### src/hdl/assert_macros.svh
// Assertion helpers used by the cache datapath.
// Each expects clk and rst_n in the enclosing scope.
`ifndef ASSERT_MACROS_SVH
`define ASSERT_MACROS_SVH

// Check a property on every clock edge outside reset.
`define EQC_ASSERT(lbl, prop, msg) \
    lbl: assert property (@(posedge clk) disable iff (!rst_n) (prop)) else $error(msg);

// Check that a condition forces a consequence in the same cycle.
`define EQC_ASSERT_IMPL(lbl, ante, cons, msg) \
    lbl: assert property (@(posedge clk) disable iff (!rst_n) (ante) |-> (cons)) \
        else $error(msg);

`endif

### src/hdl/eqc_pkg.sv
package eqc_pkg;

    localparam int ENTRIES_DEF    = 64;
    localparam int MAX_BYTES_DEF  = 512;
    localparam int NAME_WORDS_DEF = 32;

    localparam int CMD_W    = 2;
    localparam int WORD_W   = 64;
    localparam int KEY_W    = 16;
    localparam int TIME_W   = 32;
    localparam int COUNT_W  = 16;
    localparam int STATUS_W = 2;
    localparam int LEN_W    = 10;

    typedef enum logic [CMD_W-1:0] {
        CMD_NAME     = 2'd0,
        CMD_GET      = 2'd1,
        CMD_PUT_HDR  = 2'd2,
        CMD_PUT_WORD = 2'd3
    } cmd_t;

    typedef enum logic [STATUS_W-1:0] {
        RSP_OK    = 2'd0,
        RSP_MISS  = 2'd1,
        RSP_SMALL = 2'd2,
        RSP_LONG  = 2'd3
    } rsp_code_t;

    typedef struct packed {
        logic [CMD_W-1:0]   command;
        logic [WORD_W-1:0]  name_word;
        logic [KEY_W-1:0]   query_type;
        logic [KEY_W-1:0]   query_class;
        logic [TIME_W-1:0]  time_value;
        logic [COUNT_W-1:0] byte_count;
        logic [WORD_W-1:0]  payload_word;
    } req_t;

    typedef struct packed {
        logic [STATUS_W-1:0] status;
        logic [LEN_W-1:0]    stored_length;
        logic [WORD_W-1:0]   response_word;
        logic                last;
    } rsp_t;

    typedef enum logic [3:0] {
        S_IDLE,
        S_META,
        S_NAME,
        S_DECIDE,
        S_COPY,
        S_COMMIT,
        S_ONE,
        S_GET_RD,
        S_GET_OUT
    } state_t;

    typedef enum logic [3:0] {
        OP_NONE,
        OP_NAME,
        OP_PUT_WORD,
        OP_TAKE,
        OP_ADV,
        OP_STEP,
        OP_HIT,
        OP_COPY_START,
        OP_COPY_STEP,
        OP_COMMIT,
        OP_EMIT_ONE,
        OP_GET_START,
        OP_GET_EMIT
    } op_t;

    typedef struct packed {
        logic meta_match;
        logic word_match;
        logic last_entry;
        logic last_word;
        logic hit;
        logic is_put;
        logic too_long;
        logic single;
        logic last_get_word;
        logic out_free;
    } dp_status_t;

endpackage

### src/hdl/eqc_ctrl.sv
module eqc_ctrl (
    input  logic                         clk,
    input  logic                         rst_n,
    input  logic                         req_valid,
    input  logic [eqc_pkg::CMD_W-1:0]    req_cmd,
    output logic                         req_ready,
    input  eqc_pkg::dp_status_t          stat,
    output eqc_pkg::op_t                 op
);

    eqc_pkg::state_t state_reg;
    eqc_pkg::state_t state_next;

    always_ff @(posedge clk or negedge rst_n)
    begin
        if (!rst_n)
        begin
            state_reg <= eqc_pkg::S_IDLE;
        end
        else
        begin
            state_reg <= state_next;
        end
    end

    always_comb
    begin
        state_next = state_reg;
        case (state_reg)
            eqc_pkg::S_IDLE:
            begin
                if (req_valid && (req_cmd == eqc_pkg::CMD_GET || req_cmd == eqc_pkg::CMD_PUT_HDR))
                begin
                    state_next = eqc_pkg::S_META;
                end
            end
            eqc_pkg::S_META:
            begin
                if (stat.is_put && stat.too_long)
                begin
                    state_next = eqc_pkg::S_ONE;
                end
                else if (stat.meta_match && stat.word_match)
                begin
                    state_next = stat.last_word ? eqc_pkg::S_DECIDE : eqc_pkg::S_NAME;
                end
                else if (stat.last_entry)
                begin
                    state_next = eqc_pkg::S_DECIDE;
                end
            end
            eqc_pkg::S_NAME:
            begin
                if (stat.word_match)
                begin
                    if (stat.last_word)
                    begin
                        state_next = eqc_pkg::S_DECIDE;
                    end
                end
                else
                begin
                    state_next = stat.last_entry ? eqc_pkg::S_DECIDE : eqc_pkg::S_META;
                end
            end
            eqc_pkg::S_DECIDE:
            begin
                if (stat.is_put)
                begin
                    state_next = stat.hit ? eqc_pkg::S_ONE : eqc_pkg::S_COPY;
                end
                else
                begin
                    state_next = stat.single ? eqc_pkg::S_ONE : eqc_pkg::S_GET_RD;
                end
            end
            eqc_pkg::S_COPY:
            begin
                if (stat.last_word)
                begin
                    state_next = eqc_pkg::S_COMMIT;
                end
            end
            eqc_pkg::S_COMMIT:
            begin
                state_next = eqc_pkg::S_ONE;
            end
            eqc_pkg::S_ONE:
            begin
                if (stat.out_free)
                begin
                    state_next = eqc_pkg::S_IDLE;
                end
            end
            eqc_pkg::S_GET_RD:
            begin
                state_next = eqc_pkg::S_GET_OUT;
            end
            eqc_pkg::S_GET_OUT:
            begin
                if (stat.out_free)
                begin
                    state_next = stat.last_get_word ? eqc_pkg::S_IDLE : eqc_pkg::S_GET_RD;
                end
            end
            default:
            begin
                state_next = eqc_pkg::S_IDLE;
            end
        endcase
    end

    always_comb
    begin
        op        = eqc_pkg::OP_NONE;
        req_ready = 1'b0;
        case (state_reg)
            eqc_pkg::S_IDLE:
            begin
                req_ready = 1'b1;
                if (req_valid)
                begin
                    case (req_cmd)
                        eqc_pkg::CMD_NAME:     op = eqc_pkg::OP_NAME;
                        eqc_pkg::CMD_PUT_WORD: op = eqc_pkg::OP_PUT_WORD;
                        default:               op = eqc_pkg::OP_TAKE;
                    endcase
                end
            end
            eqc_pkg::S_META:
            begin
                if (!(stat.is_put && stat.too_long))
                begin
                    if (stat.meta_match && stat.word_match)
                    begin
                        op = stat.last_word ? eqc_pkg::OP_HIT : eqc_pkg::OP_STEP;
                    end
                    else if (!stat.last_entry)
                    begin
                        op = eqc_pkg::OP_ADV;
                    end
                end
            end
            eqc_pkg::S_NAME:
            begin
                if (stat.word_match)
                begin
                    op = stat.last_word ? eqc_pkg::OP_HIT : eqc_pkg::OP_STEP;
                end
                else if (!stat.last_entry)
                begin
                    op = eqc_pkg::OP_ADV;
                end
            end
            eqc_pkg::S_DECIDE:
            begin
                if (stat.is_put)
                begin
                    op = stat.hit ? eqc_pkg::OP_COMMIT : eqc_pkg::OP_COPY_START;
                end
                else if (!stat.single)
                begin
                    op = eqc_pkg::OP_GET_START;
                end
            end
            eqc_pkg::S_COPY:
            begin
                op = eqc_pkg::OP_COPY_STEP;
            end
            eqc_pkg::S_COMMIT:
            begin
                op = eqc_pkg::OP_COMMIT;
            end
            eqc_pkg::S_ONE:
            begin
                if (stat.out_free)
                begin
                    op = eqc_pkg::OP_EMIT_ONE;
                end
            end
            eqc_pkg::S_GET_OUT:
            begin
                if (stat.out_free)
                begin
                    op = eqc_pkg::OP_GET_EMIT;
                end
            end
            default:
            begin
                op = eqc_pkg::OP_NONE;
            end
        endcase
    end

endmodule

### config.mk
export PLATFORM = sky130hd
export DESIGN_NAME = eqc_ctrl
export DESIGN_NICKNAME = d
export VERILOG_FILES = /design/src/hdl/assert_macros.svh /design/src/hdl/eqc_pkg.sv /design/src/hdl/eqc_ctrl.sv
export SDC_FILE = /design/constraint.sdc
export NUM_CORES = 1
export LEC_CHECK = 0
export ABC_AREA = 1
export BUFFER_PORTS_ARGS = -buffer_cell sky130_fd_sc_hd__buf_2
export CAP_MARGIN = 20
export CORE_MARGIN = 1
export CORE_UTILIZATION = 35
export DETAILED_ROUTE_END_ITERATION = 7
export PLACE_DENSITY = 0.66
export SLEW_MARGIN = 20
export SYNTH_ARGS = -nofsm -noshare
export SYNTH_HDL_FRONTEND = slang
export SYNTH_SLANG_ARGS = --single-unit
### constraint.sdc
create_clock -name clk -period 3 [get_ports clk]
set_input_delay 0.75 -clock clk [delete_from_list [all_inputs] [get_ports clk]]
set_output_delay 0.75 -clock clk [all_outputs]
set_load 0.05 [all_outputs]
==> flow_metrics.env <==
export IMPL_outcome="complete, but fails checks"
export IMPL_violations="design-rule violations"
export IMPL_cts_setup_buffers=0
export IMPL_detail_route_antenna_nets=0
export IMPL_async_flop_share_pct=100.0
export IMPL_cts_tree="done"
export IMPL_grt_max_degree=8
export IMPL_drv_slew=0
export IMPL_min_path_type="in -> async"
export IMPL_wl_met2_um=768
export IMPL_die_x_um=44.99
export IMPL_cts_num_sinks=4
export IMPL_antenna_found_initial=0
export IMPL_drc=1
export IMPL_largest_reg_flops=4
export IMPL_synth_area_um2=646.9
export IMPL_drt_initial_drc_count=32
export IMPL_row_count=15
export IMPL_rsz0062_at_grt="false"
export IMPL_synth_seq_cells=4
export IMPL_wl_per_cell_um=9.850
export IMPL_vias=788
export IMPL_arrival_ns=1.73
export IMPL_die_height_um=44.99
export IMPL_finalNetCount=161
export IMPL_cts_root_buf="clkbuf_4"
export IMPL_wl_um=1645
export IMPL_synth_top_cell_by_area="nand2_1"
export IMPL_yosys_warnings=0
export IMPL_die_area_um2=2024
export IMPL_worstPathRequired_ns=2.25
export IMPL_finish_utilization_pct=46.09
export IMPL_area_growth_pct=23.02
export IMPL_grt_pass1_vias=669
export IMPL_synthCells=120
export IMPL_dpl_hpwl_um=1403
export IMPL_drive_gt1_share_pct=26.76
export IMPL_cp_start_kind="flip-flop"
export IMPL_ios=20
export IMPL_seq_area_frac_synth_pct=15.47
export IMPL_synth_area_per_cell_um2=5.391
export IMPL_leakagePower_nw=0.4989
export IMPL_ff2ff_setup_slack_ns=1.68
export IMPL_port_buffers=19
export IMPL_clk_path_buf_depth=2
export IMPL_clock_latency_ns=0.23
export IMPL_synth_area_top_cells="nand2_1, dfrtp_1, nand3_1"
export IMPL_cts_resized=0
export IMPL_gp_congestion=0.9538
export IMPL_slew_headroom_pct=79.41
export IMPL_grt_overflow_total=0
export IMPL_fp_coreArea_um2=1727
export IMPL_synthTopCellsByCount="nand2_1, inv_1, nand3_1"
export IMPL_nFillCells=195
export IMPL_worstReg2RegEnd="state_reg[0]"
export IMPL_cts_made_buffers=3
export IMPL_htree_levels=1
export IMPL_hold_viol_final=0
export IMPL_finalSetupViolations=0
export IMPL_vias_per_cell=4.719
export IMPL_n_antenna_cell=0
export IMPL_drt_met1_wl_um=837
export IMPL_tightest_slew_ns=0.3086
export IMPL_initial_core_util_pct=37.46
export IMPL_drv_cap=0
export IMPL_cp_max_fo=7
export IMPL_wl_met3_um=39
export IMPL_powerDensity_nw_per_um2=987.0
export IMPL_fin_crit_sh_pct=82.53
export IMPL_synth_top_flop_cell="dfrtp_1"
export IMPL_synth_net_count=137
export IMPL_yosysMostFrequentCell="nand2_1"
export IMPL_clkTransAtPathRegs_ns=0.03
export IMPL_synth_edf_count=0
export IMPL_r2r_cells=7
export IMPL_ir_worst_vdd_mv=0.5909
export IMPL_dr_pass1_iters=6
export IMPL_critical_path_class="reg -> out"
export IMPL_grt_first_pass_wirelength_um=2746
export IMPL_finalCriticalPeriod_ns=2.476
export IMPL_yosysUniqueCellTypes=17
export IMPL_tns_ns=0
export IMPL_endpoint_kind="primary output"
export IMPL_yosysTopAreaCellShare_pct=22.05
export IMPL_top_layer="met3"
export IMPL_r2r_start="state_reg[1]"
export IMPL_globalRouteTotalUtil_pct=17.98
export IMPL_hold_buffers=0
export IMPL_max_freq_mhz=403.9
export IMPL_skew_ns=0.001673
==> placed cells by master, fill, tap and decap left out <==
cell type and instances:
a21oi_1 1, buf_2 19, clkbuf_4 3, dfrtp_1 4, ha_1 2, inv_1 20
inv_2 3, nand2_1 38, nand2_2 2, nand3_1 18, nand3_2 1, nand3b_1 2
nor2_1 13, nor2_2 7, nor2_4 2, o2111ai_1 2, o21ai_0 3, o22ai_1 1
or2_2 1
==> cell type report <==
type / instances / area, µm² / share of cell area (%)
Multi-Input combinational cell: 93 / 460.4 / 57.86
Inverter: 23 / 86.33 / 10.85
Timing Repair Buffer: 19 / 95.09 / 11.95
Sequential cell: 4 / 100.1 / 12.58
Clock buffer: 3 / 22.52 / 2.830
Tap cell: 25 / 31.28 / 3.931
==> worst max-delay path by stage <==
stage	start	end	slack, ns
2_1_floorplan	state_reg[1]	op[0]	0.24
3_3_place_gp	stat[4]	op[1]	0.60
3_5_place_dp	stat[4]	op[1]	0.58
4_1_cts	state_reg[1]	op[0]	0.52
5_1_grt	state_reg[1]	op[1]	0.35
6_report	state_reg[1]	op[0]	0.52
==> report_power, final <==
part / internal, W / leakage [nW] / switching [W]
sequential: 0.0000776 / 0.0512 / 0.0000425
clock: 0.0000445 / 0.0138 / 0.0000187
combinational: 0.000170 / 0.434 / 0.000432
==> critical path, stage by stage (launching register included) <==
cell and delay (ns):
dfrtp_1 0.45, nor2_2 0.31, inv_1 0.09, nor2_1 0.19, nand3b_1 0.11, nand3_1 0.09
buf_2 0.26
==> through the flow <==
step                      std cells  hold slack, ns  total power (W)  worst slack (ns)  instance area (µm²)
final                           167          0.3187        0.0007854            0.5240                795.8
after floorplan                 120          0.4544        0.0005897            0.2362                646.9
after global routing            167          0.3062        0.0008579            0.3451                795.8
after CTS                       167          0.3138        0.0007862            0.5180                795.8
after detailed placement        164          0.5599        0.0007175            0.5842                773.2
after global placement          164          0.5561        0.0007156            0.5953                773.2
==> cell families (layout without fill, tap and decap cells) <==
| group | count (synthesis) | in the layout | synth area share, % |
|---|---|---|---|
| AO/OA/AOI/OAI | 7 | 7 | 6.770 |
| adder cells (fa/ha/maj) | 2 | 2 | 3.868 |
| buffers and inverters | 23 | 45 | 13.35 |
| flip-flops | 4 | 4 | 15.47 |
| AND/OR/NAND/NOR | 84 | 84 | 60.54 |
==> layer usage <==
layer	vias to the layer above	track usage [%]
li1	418	-
met1	357	24.51
met2	13	28.12
met3	0	4.400
met4	0	4.848
met5	-	0
No activity file was read; power rests on OpenSTA's default activity.
